--- config.mk ---
export PLATFORM = sky130hd
export DESIGN_NAME = next_friday_thirteenth_finder_core
export DESIGN_NICKNAME = d
export VERILOG_FILES = /design/src/hw/rtl/nft_pkg.sv /design/src/hw/rtl/next_friday_thirteenth_finder_core.sv
export SDC_FILE = /design/constraint.sdc
export NUM_CORES = 1
export LEC_CHECK = 0
export BUFFER_PORTS_ARGS = -buffer_cell sky130_fd_sc_hd__buf_2
export CORE_MARGIN = 2
export CORE_UTILIZATION = 45
export DETAILED_ROUTE_END_ITERATION = 8
export GPL_ROUTABILITY_DRIVEN = 0
export PLACE_DENSITY = 0.67
export SLEW_MARGIN = 15
export SYNTH_ARGS = -nofsm -noshare
export SYNTH_HDL_FRONTEND = slang
export SYNTH_SLANG_ARGS = --single-unit
--- constraint.sdc ---
create_clock -name clk -period 6.2 [get_ports clk]
set_input_delay 0.93 -clock clk [delete_from_list [all_inputs] [get_ports clk]]
set_output_delay 0.93 -clock clk [all_outputs]
set_load 0.03 [all_outputs]
--- src/hw/rtl/nft_pkg.sv ---
// nft_pkg: shared constants, state encoding and calendar helpers
// for the friday-the-13th finder; no dependencies
package nft_pkg;

    // number of friday-13th dates reported per start date
    localparam int unsigned RESULT_COUNT = 3;
    localparam int unsigned COUNT_W      = $clog2(RESULT_COUNT + 1);

    localparam logic [4:0] TARGET_DAY = 5'd13;
    localparam logic [2:0] FRIDAY     = 3'd6;
    localparam logic [2:0] SATURDAY   = 3'd7;
    localparam logic [2:0] SUNDAY     = 3'd1;

    localparam logic [3:0] JANUARY   = 4'd1;
    localparam logic [3:0] FEBRUARY  = 4'd2;
    localparam logic [3:0] APRIL     = 4'd4;
    localparam logic [3:0] JUNE      = 4'd6;
    localparam logic [3:0] SEPTEMBER = 4'd9;
    localparam logic [3:0] NOVEMBER  = 4'd11;
    localparam logic [3:0] DECEMBER  = 4'd12;

    localparam logic [4:0] LEAP_FEB_DAYS   = 5'd29;
    localparam logic [4:0] COMMON_FEB_DAYS = 5'd28;
    localparam logic [4:0] SHORT_DAYS      = 5'd30;
    localparam logic [4:0] LONG_DAYS       = 5'd31;

    // leap rule repeats every 400 years; year mod 400 is kept in REM_W bits
    localparam int unsigned YEAR_CYCLE = 400;
    localparam int unsigned CENTURY    = 100;
    localparam int unsigned REM_W      = 9;
    // 400 << 7 is the largest shifted divisor below 2^16
    localparam logic [2:0]  SHIFT_TOP  = 3'd7;

    typedef enum logic [1:0] {
        ST_IDLE,
        ST_REDUCE,
        ST_WALK
    } state_t;

    function automatic logic is_leap(input logic [REM_W-1:0] r400);
        logic div4;
        logic cent;
        begin
            div4 = (r400[1:0] == 2'b00);
            cent = (r400 == REM_W'(CENTURY)) || (r400 == REM_W'(2 * CENTURY))
                || (r400 == REM_W'(3 * CENTURY));
            return (r400 == '0) || (div4 && !cent);
        end
    endfunction

    function automatic logic [4:0] month_len(input logic [3:0] m, input logic leap);
        logic [4:0] len;
        begin
            if (m == FEBRUARY)
            begin
                len = leap ? LEAP_FEB_DAYS : COMMON_FEB_DAYS;
            end
            else if ((m == APRIL) || (m == JUNE) || (m == SEPTEMBER) || (m == NOVEMBER))
            begin
                len = SHORT_DAYS;
            end
            else
            begin
                len = LONG_DAYS;
            end
            return len;
        end
    endfunction

    // weekday k days after w, w in 1..7, k below 50
    function automatic logic [2:0] wday_after(input logic [2:0] w, input logic [5:0] k);
        logic [5:0] s;
        begin
            s = 6'(w) - 6'd1 + k;
            if (s >= 6'd28)
            begin
                s = s - 6'd28;
            end
            if (s >= 6'd14)
            begin
                s = s - 6'd14;
            end
            if (s >= 6'd7)
            begin
                s = s - 6'd7;
            end
            return 3'(s + 6'd1);
        end
    endfunction

endpackage

--- src/hw/rtl/next_friday_thirteenth_finder_core.sv ---
// next_friday_thirteenth_finder_core: top level of the friday-the-13th finder
// depends on nft_pkg
//
// usage:
//   input channel (in_valid / in_stall) takes one beat holding a start date
//   (start_day, start_month, start_year) and its weekday, 1=sunday..7=saturday.
//   output channel (out_valid / out_stall) returns RESULT_COUNT beats, one per
//   friday the 13th on or after the start date, in date order; last_found
//   marks the final beat of the run.
// sequencing:
//   after a beat is taken, year mod 400 is formed by a shared compare-subtract
//   unit, one shifted divisor per cycle, from 400 << 7 down to 400. the walk
//   then jumps from one 13th to the next 13th in one cycle per month, except
//   while a match waits for the output register to free up.
//   in_stall stays high from the accepted beat until the last result is
//   loaded into the output register.
// reset:
//   rst_n clears the sequencer to idle and drops out_valid; no clearing pass.
// backpressure:
//   a result sits in the output register while out_stall is high; the walk
//   holds on the next match until the register frees up. a new start date
//   is taken while the last result of the previous run still waits.
module next_friday_thirteenth_finder_core (
    input  logic        clk,
    input  logic        rst_n,

    input  logic        in_valid,
    output logic        in_stall,
    input  logic [4:0]  start_day,
    input  logic [3:0]  start_month,
    input  logic [15:0] start_year,
    input  logic [2:0]  start_weekday,

    output logic        out_valid,
    input  logic        out_stall,
    output logic [4:0]  found_day,
    output logic [3:0]  found_month,
    output logic [15:0] found_year,
    output logic        last_found
);

    // sequencer and counters
    nft_pkg::state_t state_reg, state_next;
    logic [2:0]                  sh_reg, sh_next;
    logic [nft_pkg::COUNT_W-1:0] count_reg, count_next;
    logic                        out_valid_reg, out_valid_next;

    // walk date; rem_reg holds the year under reduction, then year mod 400
    logic [4:0]  day_reg, day_next;
    logic [3:0]  month_reg, month_next;
    logic [15:0] year_reg, year_next;
    logic [2:0]  wday_reg, wday_next;
    logic [15:0] rem_reg, rem_next;

    // output register payload
    logic [3:0]  out_month_reg, out_month_next;
    logic [15:0] out_year_reg, out_year_next;
    logic        out_last_reg, out_last_next;

    // datapath
    logic                     out_free;
    logic                     leap;
    logic [4:0]               mlen;
    logic                     is_match;
    logic                     is_last;
    logic                     emit_last;
    logic                     cross_month;
    logic [5:0]               step_k;
    logic [2:0]               wday_step;
    logic [3:0]               month_adv;
    logic [15:0]              year_adv;
    logic [nft_pkg::REM_W-1:0] r400;
    logic [nft_pkg::REM_W-1:0] r400_adv;
    logic [16:0]              divisor;
    logic                     rem_ge;

    assign in_stall    = (state_reg != nft_pkg::ST_IDLE);
    assign out_valid   = out_valid_reg;
    assign found_day   = nft_pkg::TARGET_DAY;
    assign found_month = out_month_reg;
    assign found_year  = out_year_reg;
    assign last_found  = out_last_reg;

    assign out_free = !out_valid_reg || !out_stall;

    // calendar of the current walk month
    assign r400     = rem_reg[nft_pkg::REM_W-1:0];
    assign leap     = nft_pkg::is_leap(r400);
    assign mlen     = nft_pkg::month_len(month_reg, leap);
    assign is_match = (day_reg == nft_pkg::TARGET_DAY) && (wday_reg == nft_pkg::FRIDAY);
    assign is_last  = (count_reg == nft_pkg::COUNT_W'(nft_pkg::RESULT_COUNT - 1));
    assign emit_last = (state_reg == nft_pkg::ST_WALK) && is_match && out_free && is_last;

    // days to the next 13th: same month before the 13th, else next month;
    // a day past the month length counts as the day before day 1 of the next month
    always_comb
    begin
        if (day_reg < nft_pkg::TARGET_DAY)
        begin
            cross_month = 1'b0;
            step_k      = 6'(nft_pkg::TARGET_DAY - day_reg);
        end
        else if (day_reg > mlen)
        begin
            cross_month = 1'b1;
            step_k      = 6'(nft_pkg::TARGET_DAY);
        end
        else
        begin
            cross_month = 1'b1;
            step_k      = 6'(mlen) - 6'(day_reg) + 6'(nft_pkg::TARGET_DAY);
        end
    end

    assign wday_step = nft_pkg::wday_after(wday_reg, step_k);

    // month roll: month 12 and above go to january of the next year
    always_comb
    begin
        if (month_reg >= nft_pkg::DECEMBER)
        begin
            month_adv = nft_pkg::JANUARY;
            year_adv  = year_reg + 16'd1;
            if (year_reg == 16'hFFFF)
            begin
                r400_adv = '0;
            end
            else if (r400 == nft_pkg::REM_W'(nft_pkg::YEAR_CYCLE - 1))
            begin
                r400_adv = '0;
            end
            else
            begin
                r400_adv = r400 + nft_pkg::REM_W'(1);
            end
        end
        else
        begin
            month_adv = month_reg + 4'd1;
            year_adv  = year_reg;
            r400_adv  = r400;
        end
    end

    // shared compare-subtract unit for year mod 400
    assign divisor = 17'(nft_pkg::YEAR_CYCLE) << sh_reg;
    assign rem_ge  = ({1'b0, rem_reg} >= divisor);

    always_comb
    begin
        state_next     = state_reg;
        sh_next        = sh_reg;
        count_next     = count_reg;
        out_valid_next = out_valid_reg;
        day_next       = day_reg;
        month_next     = month_reg;
        year_next      = year_reg;
        wday_next      = wday_reg;
        rem_next       = rem_reg;
        out_month_next = out_month_reg;
        out_year_next  = out_year_reg;
        out_last_next  = out_last_reg;

        if (out_valid_reg && !out_stall)
        begin
            out_valid_next = 1'b0;
        end

        unique case (state_reg)
            nft_pkg::ST_IDLE:
            begin
                if (in_valid)
                begin
                    day_next   = start_day;
                    month_next = start_month;
                    year_next  = start_year;
                    // weekday zero steps to sunday, just as saturday does
                    wday_next  = (start_weekday == 3'd0) ? nft_pkg::SATURDAY : start_weekday;
                    rem_next   = start_year;
                    sh_next    = nft_pkg::SHIFT_TOP;
                    count_next = '0;
                    state_next = nft_pkg::ST_REDUCE;
                end
            end

            nft_pkg::ST_REDUCE:
            begin
                if (rem_ge)
                begin
                    rem_next = rem_reg - divisor[15:0];
                end
                if (sh_reg == 3'd0)
                begin
                    state_next = nft_pkg::ST_WALK;
                end
                else
                begin
                    sh_next = sh_reg - 3'd1;
                end
            end

            nft_pkg::ST_WALK:
            begin
                if (!is_match || out_free)
                begin
                    if (is_match)
                    begin
                        out_valid_next = 1'b1;
                        out_month_next = month_reg;
                        out_year_next  = year_reg;
                        out_last_next  = is_last;
                        count_next     = count_reg + nft_pkg::COUNT_W'(1);
                    end
                    if (is_match && is_last)
                    begin
                        state_next = nft_pkg::ST_IDLE;
                    end
                    else
                    begin
                        day_next  = nft_pkg::TARGET_DAY;
                        wday_next = wday_step;
                        if (cross_month)
                        begin
                            month_next = month_adv;
                            year_next  = year_adv;
                            rem_next   = 16'(r400_adv);
                        end
                    end
                end
            end

            default:
            begin
                state_next = nft_pkg::ST_IDLE;
            end
        endcase
    end

    always_ff @(posedge clk or negedge rst_n)
    begin
        if (!rst_n)
        begin
            state_reg     <= nft_pkg::ST_IDLE;
            sh_reg        <= '0;
            count_reg     <= '0;
            out_valid_reg <= 1'b0;
        end
        else
        begin
            state_reg     <= state_next;
            sh_reg        <= sh_next;
            count_reg     <= count_next;
            out_valid_reg <= out_valid_next;
        end
    end

    always_ff @(posedge clk)
    begin
        day_reg       <= day_next;
        month_reg     <= month_next;
        year_reg      <= year_next;
        wday_reg      <= wday_next;
        rem_reg       <= rem_next;
        out_month_reg <= out_month_next;
        out_year_reg  <= out_year_next;
        out_last_reg  <= out_last_next;
    end

`ifndef SYNTHESIS
    // year mod 400 is fully reduced before the walk uses it
    a_rem_reduced: assert property (@(posedge clk) disable iff (!rst_n)
        (state_reg == nft_pkg::ST_WALK) |-> (rem_reg < 16'(nft_pkg::YEAR_CYCLE)))
        else $error("year remainder not reduced during walk");

    // weekday never zero once loaded
    a_wday_range: assert property (@(posedge clk) disable iff (!rst_n)
        (state_reg != nft_pkg::ST_IDLE) |-> (wday_reg != 3'd0))
        else $error("walk weekday out of range");

    // result count stays below the run length while walking
    a_count_bound: assert property (@(posedge clk) disable iff (!rst_n)
        (state_reg == nft_pkg::ST_WALK)
        |-> (count_reg < nft_pkg::COUNT_W'(nft_pkg::RESULT_COUNT)))
        else $error("result count overrun");

    // the last result ends the run and shows up flagged
    a_last_ends_run: assert property (@(posedge clk) disable iff (!rst_n)
        emit_last |=> ((state_reg == nft_pkg::ST_IDLE) && out_valid_reg && out_last_reg))
        else $error("last result did not end the run");
`endif

endmodule
# --- Word-level counts from Yosys, hierarchy flattened ---
# Cells that the tools add are included.
word_totals:
  reg_bits: 73
  input_bits: 32
  out_inout_bits: 28
op_classes:
  addsub: 15
  n_lt_le_gt_ge: 7
  n_eq_ne: 25
  shift: 1
  n_mux: 53
  reduce_logical: 34
ops:
  columns: ["cell", "n"]
  rows:
  - ["two-way mux 16 bit", 9]
  - ["case mux 16 bit (3 select lines)", 1]
  - ["case mux 16 bit (2 select lines)", 1]
  - ["two-way mux 9 bit", 3]
  - ["two-way mux 6 bit", 4]
  - ["two-way mux 3 bit", 7]
  - ["two-way mux 4 bit", 5]
  - ["== test 9 bit, second input constant", 2]
  - [">= comparator 16 x 17 -> 1 bit", 1]
  - ["left shift 9 x 3 -> 17 bit, first input constant", 1]
  - ["adder 16 x 1 -> 16 bit, second input constant", 1]
  - ["== test 16 bit, second input constant", 1]
  - ["two-way mux 2 bit", 8]
  - ["subtractor 16 bit", 1]
  - ["two-way mux 5 bit", 3]
  - ["!= test 2 bit, second input constant", 7]
  - ["case mux 3 bit (2 select lines)", 2]
  - ["AND reduction 4 bit", 3]
  - ["AND reduction 6 bit", 2]
  - ["case mux 5 bit (2 select lines)", 1]
  - ["adder 9 x 1 -> 9 bit, second input constant", 1]
  - ["== test 9 x 7 -> 1 bit, second input constant", 1]
  - ["== test 9 x 8 -> 1 bit, second input constant", 1]
  - ["logical NOT 9 bit", 1]
  - ["other kinds (40)", 68]

# --- Longest topological paths before layout ---
# Gate-level depths: netlist of run 1.
logic_depth:
  ltp_word: 23
  depth_mapped: 33
  mapped_depth_nobuf: 33

# --- Least setup slack after synthesis of run 1 ---
# OpenSTA, ideal clock, no wires.
synth_timing:
  path_kind: "register to register"
  startpoint: "reg month_reg[0]"
  endpoint: "reg wday_reg[2], data pin"
  setup_time_ps: 270
  t_arrival_ps: 5658
  required_time_ps: 5930
  slack_ps: 272
  stages_incl_launch_ff: 29
  n_path_buf: 0
  synth_period_minus_slack_ps: 5928
  path_cell_list: "edfxtp_1 -> inv_1 -> ha_1 -> nor3b_1 -> ha_1 -> nor2b_1 -> o211a_1 -> a21oi_1 -> nand2_1 -> o21ai_0 -> ha_1 -> a211oi_2 -> nor2_1 -> xnor2_1 -> ha_1 -> nand2_1 -> nand4_1 -> xnor2_1 -> inv_1 -> ha_1 -> a21o_2 -> a31o_1 -> a21oi_2 -> mux2_4 -> ha_1 -> or3_1 -> a221o_1 -> o31ai_1 -> nor3_1"
synth_via:
  elab_chain_len: 21
  word_cells_on_any_way: 29
synth_lines:
  columns: ["item", "line", "rtl"]
  rows:
  - ["start, declared", "next_friday_thirteenth_finder_core.sv:50", "logic [3:0] month_reg, month_next;"]
  - ["start signal, assigned", "next_friday_thirteenth_finder_core.sv:260", "month_reg <= month_next;"]
  - ["== test 4 x 3 -> 1 bit", "nft_pkg.sv:58", "else if ((m == APRIL) || (m == JUNE) || (m == SEPTEMBER) || (m == NOVEMBER))"]
  - ["logical OR 1 bit (3 in series)", "nft_pkg.sv:58", null]
  - ["two-way mux 1 bit", "nft_pkg.sv:58", null]
  - ["two-way mux 2 bit *", "nft_pkg.sv:54", "if (m == FEBRUARY)"]
  - ["subtractor 5 x 5 -> 6 bit", "next_friday_thirteenth_finder_core.sv:111", "step_k = 6'(mlen) - 6'(day_reg) + 6'(nft_pkg::TARGET_DAY);"]
  - ["adder 6 x 4 -> 6 bit", "next_friday_thirteenth_finder_core.sv:111", null]
  - ["two-way mux 6 bit *", "next_friday_thirteenth_finder_core.sv:103", "else if (day_reg > mlen)"]
  - ["two-way mux 6 bit *", "next_friday_thirteenth_finder_core.sv:98", "if (day_reg < nft_pkg::TARGET_DAY)"]
  - ["(+4 left out)", null, null]
  - ["two-way mux 6 bit *", "nft_pkg.sv:79", "if (s >= 6'd14)"]
  - [">= comparator 6 x 3 -> 1 bit or subtractor 3 bit (tied branches)", "nft_pkg.sv:83, nft_pkg.sv:85", null]
  - ["two-way mux 3 bit *", "nft_pkg.sv:83", "if (s >= 6'd7)"]
  - ["adder 3 x 1 -> 3 bit *", "nft_pkg.sv:87", "return 3'(s + 6'd1);"]
  - ["two-way mux 3 bit *", "next_friday_thirteenth_finder_core.sv:214", "if (is_match && is_last)"]
  - ["two-way mux 3 bit *", "next_friday_thirteenth_finder_core.sv:204", "if (!is_match || out_free)"]
  - ["case mux 3 bit (2 select lines) *", "next_friday_thirteenth_finder_core.sv:169", "unique case (state_reg)"]
  - ["net wday_next[2]", "next_friday_thirteenth_finder_core.sv:52", "logic [2:0] wday_reg, wday_next;"]
  - ["end signal, assigned", "next_friday_thirteenth_finder_core.sv:262", "wday_reg <= wday_next;"]
  - ["end, declared", "next_friday_thirteenth_finder_core.sv:52", null]
# The timed path passes the listed nets; every way through them passes the cells marked *. The select of a mux whose other input is x is not followed.
# A chain may end at the register's enable or synchronous reset.

# --- Worst setup path in the final report of run 1 ---
# Ends and elaborated chain as after synthesis.

==> results of run 1 <==
-- Yosys cell counts, types with 3 or more instances --
cell | instances | share of area, %
mux2_2 | 3 | 0.65
nor3_1 | 14 | 1.4
inv_1 | 46 | 3.3
a211oi_1 | 3 | 0.44
a21oi_1 | 48 | 4.6
clkbuf_1 | 11 | 0.80
ha_1 | 52 | 13
and3_1 | 13 | 1.6
a31oi_1 | 6 | 0.73
nor2_1 | 49 | 3.6
nor4_1 | 3 | 0.36
buf_4 | 5 | 0.73
nand4_1 | 5 | 0.60
a21o_1 | 4 | 0.58
nand2_1 | 30 | 2.2
or2_2 | 4 | 0.48
xnor2_1 | 19 | 3.2
mux2i_1 | 5 | 0.97
or3_1 | 3 | 0.36
nor2b_1 | 7 | 0.85
o21ai_0 | 22 | 2.1
o21a_1 | 8 | 1.2
dfrtp_1 | 8 | 3.9
nand3_1 | 21 | 2.0
edfxtp_1 | 65 | 38
xor2_1 | 13 | 2.2
-- cell usage in the layout (no fill, tap or decap), drive strengths merged, types with 6 or more instances in the layout --
cell type,synthesis,routed
nand3,21,21
nor2,50,50
a31oi,6,6
nand2,30,30
xnor2,20,20
o21ai,22,22
clkbuf,11,9
edfxtp,65,65
inv,46,48
ha,52,52
xor2,13,13
dfrtp,8,8
nor3,17,17
o21a,8,8
a21o,6,6
buf,6,83
nor2b,7,7
and3,13,13
a21oi,50,50
-- kinds of logic (layout without fill, tap and decap cells) --
group	Yosys count	count (layout)	share of synthesized area [%]
mux	10	10	2.20
flops	73	73	41.6
xor+xnor	33	33	5.95
compound gates	127	127	16.1
fa+ha+maj	54	54	13.3
simple gates	163	163	15.7
buf+inv	64	146	5.01
other cells	2	5	0.145
-- area by class of cell --
cell class,count,share of cell area [%]
Clock inverter,7,1.62
Sequential cell,73,34.0
Clock buffer,9,3.56
Multi-Input combinational cell,392,47.5
Inverter,47,2.79
Tap cell,143,2.83
Timing Repair Buffer,83,7.71
-- worst max-delay path: cells and delay by family (launching register included) --
kind                     cells  cell delay (ns)
flip-flops                   1             0.44
buffers and inverters        4             0.35
AND/OR/NAND/NOR              6             1.01
multiplexers                 1             0.33
XOR/XNOR                     2             0.42
adder cells (fa/ha/maj)      8             1.90
AO/OA/AOI/OAI                7             1.43
-- timing repair --
| item | in CTS | in global routing |
|---|---|---|
| setup buffers | 7 | 9 |
| resized for setup | 11 | 43 |
| pin swaps | 4 | 26 |
| endpoints found under the setup margin | 1 | 1 |
-- per-stage QoR --
stage | util, % | area, sq um | setup WS, ns
CTS | 53.6 | 6070 | 0.0160
global placement | 50.0 | 5660 | 0.127
finish | 55.9 | 6330 | 0.0587
global route | 55.9 | 6330 | -0.201
floorplan | - | 5180 | 0.272
detailed placement | 50.0 | 5660 | -0.133
-- worst min-delay path by stage --
stage | start | end | slack [ns] | cells past startpoint
global route | rst_n | out_valid | 0.43 | 1
finish | rst_n | out_valid | 0.42 | 1
global placement | year_reg[5] | found_year[5] | 0.47 | 0
floorplan | year_reg[5] | found_year[5] | 0.44 | 0
detailed placement | year_reg[5] | found_year[5] | 0.47 | 0
CTS | rst_n | out_valid | 0.42 | 1
-- layer usage --
| metal | up-vias | track usage [%] | routed length, um |
|---|---|---|---|
| met2 | 121 | 33.7 | 6080 |
| met1 | 1970 | 24.3 | 5390 |
| met5 | - | 0 | 0 |
| met4 | 0 | 6.26 | 195 |
| met3 | 19 | 5.36 | 644 |
| li1 | 2061 | - | - |
==> results by group, run 1 <==
Run status
  • Status: finished clean

Placed design
  • Port Buf Inserts: 54
  • Detailed Place HPWL: just under 9000 um
  • Cells after DPL: just over 700

Route
  • Final WL: roughly 12000 um
  • Vias/cell: 5.53
  • Drt first pass iters: 5
  • DR iter-0 viols: around 210
  • Vias: 4171
  • DR DRC count: 0
  • Drt wl/cell: roughly 16 um
  • ANT nets after route: 0

Critical path
  • Arr. time, crit path: between 6 and 7 ns
  • CP max-delay cell: fa_2
  • Reg-to-reg startpoint: month_reg[0]
  • Setup slack, reg-to-reg: just under 0.06 ns
  • Crit path to: wday_reg[2]
  • Worst R2R End: wday_reg[2]
  • Slowest stage delay, CP: ~0.53 ns
  • Worst setup EP type: flop
  • R2R depth: 28
  • Req. time, crit path: roughly 6.3 ns
  • Crit-path max FO: 4
  • Startpoint types: flop
  • Critical path class: reg2reg
  • Crit path from: month_reg[0]

Global routing
  • Vias in the first global route: between 4000 and 5000
  • GRT Total Usage: slightly below 20%
  • Global-route wire length before repair: 19700 um
  • Antenna violations before repair: 0
  • Gr ovfl total: 0
  • Pin count of the biggest net entering global routing: 47

Final layout
  • Non-Filler Instances: ~750
  • Area Growth Syn to Fin: 22.4%
  • Filler Cells Inserted: 983
  • Share of layout cells above drive strength 1: between 20% and 30%
  • Register area: approximately 2200 sq um
  • Multi-input gate area: between 3000 and 4000 sq um
  • # nets final: between 600 and 700
  • ANT cells: 0

Clock network
  • Max Root-Sink Buffers: 2
  • Worst skew pair latency: ~0.34 ns
  • Total clock sinks: 73
  • CTS Buf Count: 9
  • Root Buffer Master: clkbuf_16
  • Hold-fix buffers, CTS: 0
  • Htree depth: 3
  • TritonCTS clock tree: done
  • Worst-path clk slew: 0.07 ns

Timing
  • Setup violators final: 0
  • Minimum clock period: just over 6 ns
  • Slew margin rel.: roughly 29%
  • Worst-Margin Slew: 1.06 ns
  • Max Transition Viols Final: 0
  • RSZ-0062 raised after global routing: yes
  • Max Freq: ~160 MHz
  • Sum Neg Setup Slack: 0 ns
  • Final hold vios: 0
  • Part of the cycle the worst path needs: 99.1%
  • WHS: 0.419 ns
  • Clk_skew: just over 0.01 ns

Floorplan
  • Site Rows: 39
  • Die X: 111 um
  • DIE AREA: approximately 12000 sq um
  • Initial core utilization: between 40 and 50%
  • Core footprint: around 11000 sq um
  • I/O pin cnt: 60
  • Die height: 111 um

Logic synthesis
  • Netlist Area Pre-Place: ~5200 sq um
  • Syn avg cell area: around 9.8 sq um
  • Main synth FF type: edfxtp_1
  • EDFF count, synth: 65
  • Gate Count Post-Synth: 526
  • Post-synth cell types: 66
  • Synthesized flop and latch total: 73
  • Post-synthesis sequential area ratio: approximately two fifths
  • Async SR Flop Fraction: between 10% and 20%
  • Synth warn: 0

Job
  • Max-cap viol count: 0

Worst hold path
  • Hold Crit Class: in2async
Power of run 1 is left out: the tool's default activity adds up to more than one toggle a clock period on the data nets, which glitch-free logic cannot reach.
==> run 2, diff against run 1 <==
ABC_CLOCK_PERIOD_IN_PS = 6200   (was unset)
CORE_MARGIN = unset   (was 2)
==> results by group, run 2 (synthesis results as in run 1) <==
Final layout
  • Filler Cells Inserted: 949 (was 983)
  • Commonest non-fill, non-tap cells in the layout: edfxtp_1 (65), buf_2 (54), nor2_1 (46) (unchanged)
  • Share of layout cells above drive strength 1: 23.7% (was 26.2%)
  • Commonest non-fill, non-tap cell in the layout: edfxtp_1 (unchanged)
  • Non-Filler Instances: 751 (was 754)
  • ANT cells: 0 (unchanged)
  • # nets final: 692 (unchanged)
  • Area Growth Syn to Fin: 19.7% (was 22.4%)

Floorplan
  • I/O pin cnt: 60 (unchanged)
  • Site Rows: 38 (was 39)
  • Die height: 109 um (was 111 um)
  • Initial core utilization: 46.9% (was 45.7%)
  • DIE AREA: 11900 sq um (was 12400 sq um)
  • Die X: 109 um (was 111 um)
  • Core footprint: 11000 sq um (was 11300 sq um)

Critical path
  • CP max-delay cell: edfxtp_1 (was fa_2)
  • Arr. time, crit path: 6.29 ns (was 6.23 ns)
  • Setup slack, reg-to-reg: -0.002 ns (was 0.06 ns)
  • Slowest stage delay, CP: 0.41 ns (was 0.53 ns)
  • Crit-path max FO: 4 (unchanged)
  • Cell mode on critical path: ha_1
  • Worst setup EP type: flop (unchanged)
  • Req. time, crit path: 6.28 ns (was 6.29 ns)
  • Critical path class: reg2reg (unchanged)
  • Startpoint types: flop (unchanged)
  • R2R depth: 28 (unchanged)

Run status
  • Status: finished, violations left (was finished clean)
  • Violated checks: setup timing

Route
  • DR iter-0 viols: 302 (was 211)
  • Vias: 4229 (was 4171)
  • Final WL: 11800 um (was 12300 um)
  • Drt first pass iters: 5 (unchanged)
  • Drt wl/cell: 15.7 um (was 16.3 um)
  • DR DRC count: 0 (unchanged)
  • ANT nets after route: 0 (unchanged)
  • Vias/cell: 5.63 (was 5.53)

Timing
  • WHS: 0.423 ns (was 0.419 ns)
  • Minimum clock period: 6.20 ns (was 6.14 ns)
  • RSZ-0062 raised after global routing: yes (unchanged)
  • Setup ws final: -0.00190 ns (was 0.0587 ns)
  • Final hold vios: 0 (unchanged)
  • Slew margin rel.: 28.0% (was 29.1%)
  • Max Transition Viols Final: 0 (unchanged)
  • Worst-Margin Slew: 1.08 ns (was 1.06 ns)
  • Max Freq: 161 MHz (was 163 MHz)
  • Part of the cycle the worst path needs: 100% (was 99.1%)
  • Setup violators final: 1 (was 0)
  • Clk_skew: 0.0118 ns (was 0.0102 ns)

Clock network
  • Max Root-Sink Buffers: 2 (unchanged)
  • Total clock sinks: 73 (unchanged)
  • Root Buffer Master: clkbuf_16 (unchanged)
  • Worst-path clk slew: 0.06 ns (was 0.07 ns)
  • Hold-fix buffers, CTS: 0 (unchanged)
  • Htree depth: 3 (unchanged)
  • CTS Buf Count: 9 (unchanged)
  • TritonCTS clock tree: done (unchanged)
  • Worst skew pair latency: 0.34 ns (about the same)

Global routing
  • Pin count of the biggest net entering global routing: 61 (was 47)
  • Antenna violations before repair: 0 (unchanged)
  • Global-route wire length before repair: 19000 um (was 19700 um)
  • Gr ovfl total: 0 (unchanged)
  • Vias in the first global route: 4049 (was 4214)
  • GRT Total Usage: 20.7% (was 19.7%)

Worst hold path
  • Hold Crit Class: in2async (unchanged)

Placed design
  • Detailed Place HPWL: 8500 um (was 8750 um)
  • Port Buf Inserts: 54 (unchanged)
  • Cells after DPL: 718 (was 723)

Job
  • Max-cap viol count: 0 (unchanged)
-- run 2: cell count changes in the layout (fill, tap and decap cells not counted), sizes merged --
cell	delta
clkinvlp	+3
clkinv	-1
inv	-1
bufinv	-1
-- run 2: metrics by stage --
| stage | TNS (ns) | area [sq um] | utilization (%) | worst slack [ns] |
|---|---|---|---|---|
| 6_report | -0.00190 | 6190 | 56.2 | -0.00190 |
| 5_1_grt | -0.375 | 6190 | 56.2 | -0.375 |
| 4_1_cts | 0 | 6040 | 54.8 | 0.00486 |
| 3_5_place_dp | -0.120 | 5640 | 51.2 | -0.120 |
| 3_3_place_gp | 0 | 5640 | 51.2 | 0.141 |
| 2_1_floorplan | 0 | 5180 | - | 0.272 |
-- run 2: layout make-up --
class | instances | area [sq um] | area share [%]
clock buffers | 9 | 225 | 3.64
clock inverters | 7 | 70.1 | 1.13
inverters | 47 | 176 | 2.85
multi-input cells | 392 | 2910 | 46.9
flip-flops and latches | 73 | 2150 | 34.7
well taps | 140 | 175 | 2.83
repair buffers | 83 | 488 | 7.88
-- run 2: worst max-delay path: cells and delay by family, from the launching register on --
kind | cells | cell delay, ns
AOI/OAI and AO/OA | 11 | 2.20
muxes | 1 | 0.34
adders and majority gates | 6 | 1.30
buffers and inverters | 3 | 0.39
DFF | 1 | 0.41
xor gates and xnor gates | 2 | 0.28
and+or+nand+nor | 5 | 1.01
-- run 2: worst paths after layout --
path | startpoint | to
max in group asynchronous | rst_n | state_reg[0]
min in group clk | month_reg[0] | found_month[0]
min reg2reg | month_reg[0] | found_month[0]
min | rst_n | sh_reg[1]
max reg2reg | month_reg[0] | wday_reg[2]
max | month_reg[0] | wday_reg[2]
-- run 2: layer usage --
metal  vias up  track usage, %  wire length (um)
met4         0            5.05               160
li1       2060               -                 -
met3        22            4.84               517
met1      2031            25.5              5140
met5         -               0                 0
met2       116            36.2              5970
-- run 2: repair_timing --
action	in CTS	in global routing
endpoints found under the setup margin	1	1
pin swaps	8	21
gates resized for setup	9	22
setup buffers	10	7
Power of run 2 is left out for the same reason.
==> run 3, diff against run 2 <==
BUFFER_PORTS_ARGS = unset   (was -buffer_cell sky130_fd_sc_hd__buf_2)
DONT_BUFFER_PORTS = 1   (was unset)
PLACE_DENSITY = unset   (was 0.67)
==> results by group, run 3 (synthesis results as in run 1) <==
Clock network
  • Worst-path clk slew: 0.06 ns (about the same)
  • Max Root-Sink Buffers: 2 (unchanged)
  • TritonCTS clock tree: done (unchanged)
  • Root Buffer Master: clkbuf_16 (unchanged)
  • Total clock sinks: 73 (unchanged)
  • Worst skew pair latency: 0.35 ns (was 0.34 ns)
  • CTS Buf Count: 9 (unchanged)
  • Htree depth: 3 (unchanged)
  • Hold-fix buffers, CTS: 0 (unchanged)

Timing
  • Max Freq: 162 MHz (was 161 MHz)
  • Final hold vios: 0 (unchanged)
  • Worst-Margin Slew: 1.02 ns (was 1.08 ns)
  • Minimum clock period: 6.16 ns (was 6.20 ns)
  • Setup violators final: 0 (was 1)
  • Max Transition Viols Final: 0 (unchanged)
  • Clk_skew: 0.00692 ns (was 0.0118 ns)
  • Slew margin rel.: 32.0% (was 28.0%)
  • Part of the cycle the worst path needs: 99.3% (was 100%)
  • RSZ-0062 raised after global routing: yes (unchanged)

Global routing
  • Global-route wire length before repair: 19000 um (about the same)
  • Pin count of the biggest net entering global routing: 47 (was 61)
  • Antenna violations before repair: 0 (unchanged)
  • GRT Total Usage: 21.0% (was 20.7%)
  • Vias in the first global route: 3936 (was 4049)
  • Gr ovfl total: 0 (unchanged)

Floorplan
  • Site Rows: 38 (unchanged)
  • DIE AREA: 11900 sq um (unchanged)
  • Die height: 109 um (unchanged)
  • Die X: 109 um (unchanged)
  • Core footprint: 11000 sq um (unchanged)
  • Initial core utilization: 46.9% (unchanged)
  • I/O pin cnt: 60 (unchanged)

Critical path
  • Startpoint types: flop (unchanged)
  • Arr. time, crit path: 6.25 ns (was 6.29 ns)
  • Slowest stage delay, CP: 0.40 ns (was 0.41 ns)
  • Worst setup EP type: flop (unchanged)
  • Req. time, crit path: 6.29 ns (was 6.28 ns)
  • Crit-path max FO: 5 (was 4)
  • Critical path class: reg2reg (unchanged)
  • CP max-delay cell: fa_1 (was edfxtp_1)
  • Cell mode on critical path: ha_1 (unchanged)

Placed design
  • Cells after DPL: 664 (was 718)
  • Port Buf Inserts: 0 (was 54)
  • Detailed Place HPWL: 8520 um (was 8500 um)

Route
  • Vias: 3975 (was 4229)
  • DR DRC count: 0 (unchanged)
  • Drt wl/cell: 16.9 um (was 15.7 um)
  • Vias/cell: 5.66 (was 5.63)
  • DR iter-0 viols: 148 (was 302)
  • ANT nets after route: 0 (unchanged)
  • Final WL: 11900 um (was 11800 um)
  • Drt first pass iters: 4 (was 5)

Final layout
  • Filler Cells Inserted: 989 (was 949)
  • Commonest non-fill, non-tap cells in the layout: edfxtp_1 (65), nor2_1 (47), inv_1 (44) (was edfxtp_1 (65), buf_2 (54), nor2_1 (46))
  • ANT cells: 0 (unchanged)
  • # nets final: 643 (was 692)
  • Area Growth Syn to Fin: 17.1% (was 19.7%)
  • Share of layout cells above drive strength 1: 18.5% (was 23.7%)
  • Non-Filler Instances: 702 (was 751)
  • Commonest non-fill, non-tap cell in the layout: edfxtp_1 (unchanged)

Worst hold path
  • Hold Crit Class: in2async (unchanged)

Run status
  • Status: finished clean (was finished, violations left)

Job
  • Max-cap viol count: 0 (unchanged)
## run 3: changes by cell type in the layout (fill, tap and decap cells not counted), moves of 2 or more
cell,delta
clkinv_4,+2
clkinvlp_4,-3
buf_4,+3
nand2_1,-2
buf_2,-54
nand2_2,+2
buf_6,+2
nor2_2,-2
ha_2,+2
ha_1,-3
## run 3: path summary, 6_finish.rpt
kind / start / endpoint / slack [ns] / cells after the start
min: rst_n / sh_reg[0] / 0.27 / 0
min in group clk: year_reg[5] / found_year[5] / 0.48 / 0
max reg2reg: month_reg[0] / wday_reg[2] / 0.04 / 28
max in group asynchronous: rst_n / sh_reg[2] / 5.86 / 0
min reg2reg: year_reg[5] / found_year[5] / 0.48 / 0
max: month_reg[0] / wday_reg[2] / 0.04 / 28
## run 3: what timing repair did
action                                  CTS  global route
setup buffers                             6            16
endpoints found under the setup margin    1             1
pin swaps                                 3            28
resized for setup                         5            40
## run 3: routing by layer
metal	wire (um)	up-vias	global-route usage [%]	part of all wire, %
li1	-	1972	-	-
met1	5180	1917	25.2	44
met2	5950	71	36.2	50
met3	551	15	6.40	4.6
met4	204	0	5.90	1.7
met5	0	-	0	0
## run 3: critical path, delay by kind of cell, from the launching register on
kind | cells | cell delay [ns]
muxes | 1 | 0.32
AOI/OAI and AO/OA | 11 | 2.16
and+or+nand+nor | 5 | 1.04
xor gates and xnor gates | 2 | 0.28
DFF | 1 | 0.38
buffers and inverters | 3 | 0.36
adders and majority gates | 6 | 1.34
## run 3: layout make-up
class | count | area [sq um] | area share, %
well taps | 140 | 175 | 2.89
clock inverters | 7 | 100 | 1.65
multi-input cells | 392 | 2970 | 49.0
repair buffers | 34 | 263 | 4.34
flip-flops and latches | 73 | 2150 | 35.5
inverters | 47 | 176 | 2.91
clock buffers | 9 | 225 | 3.72
## run 3: metrics by stage
step	hold WS, ns	setup TNS, ns	instance area, sq um	util, %	setup slack, ns
finish	0.269	0	6060	54.9	0.0438
CTS	0.256	0	5760	52.2	0.000388
global route	0.252	-0.250	6060	54.9	-0.250
floorplan	0.442	0	5180	-	0.272
global placement	0.472	0	5370	48.7	0.0823
detailed placement	0.471	-0.120	5370	48.7	-0.120
Power of run 3 is left out for the same reason.
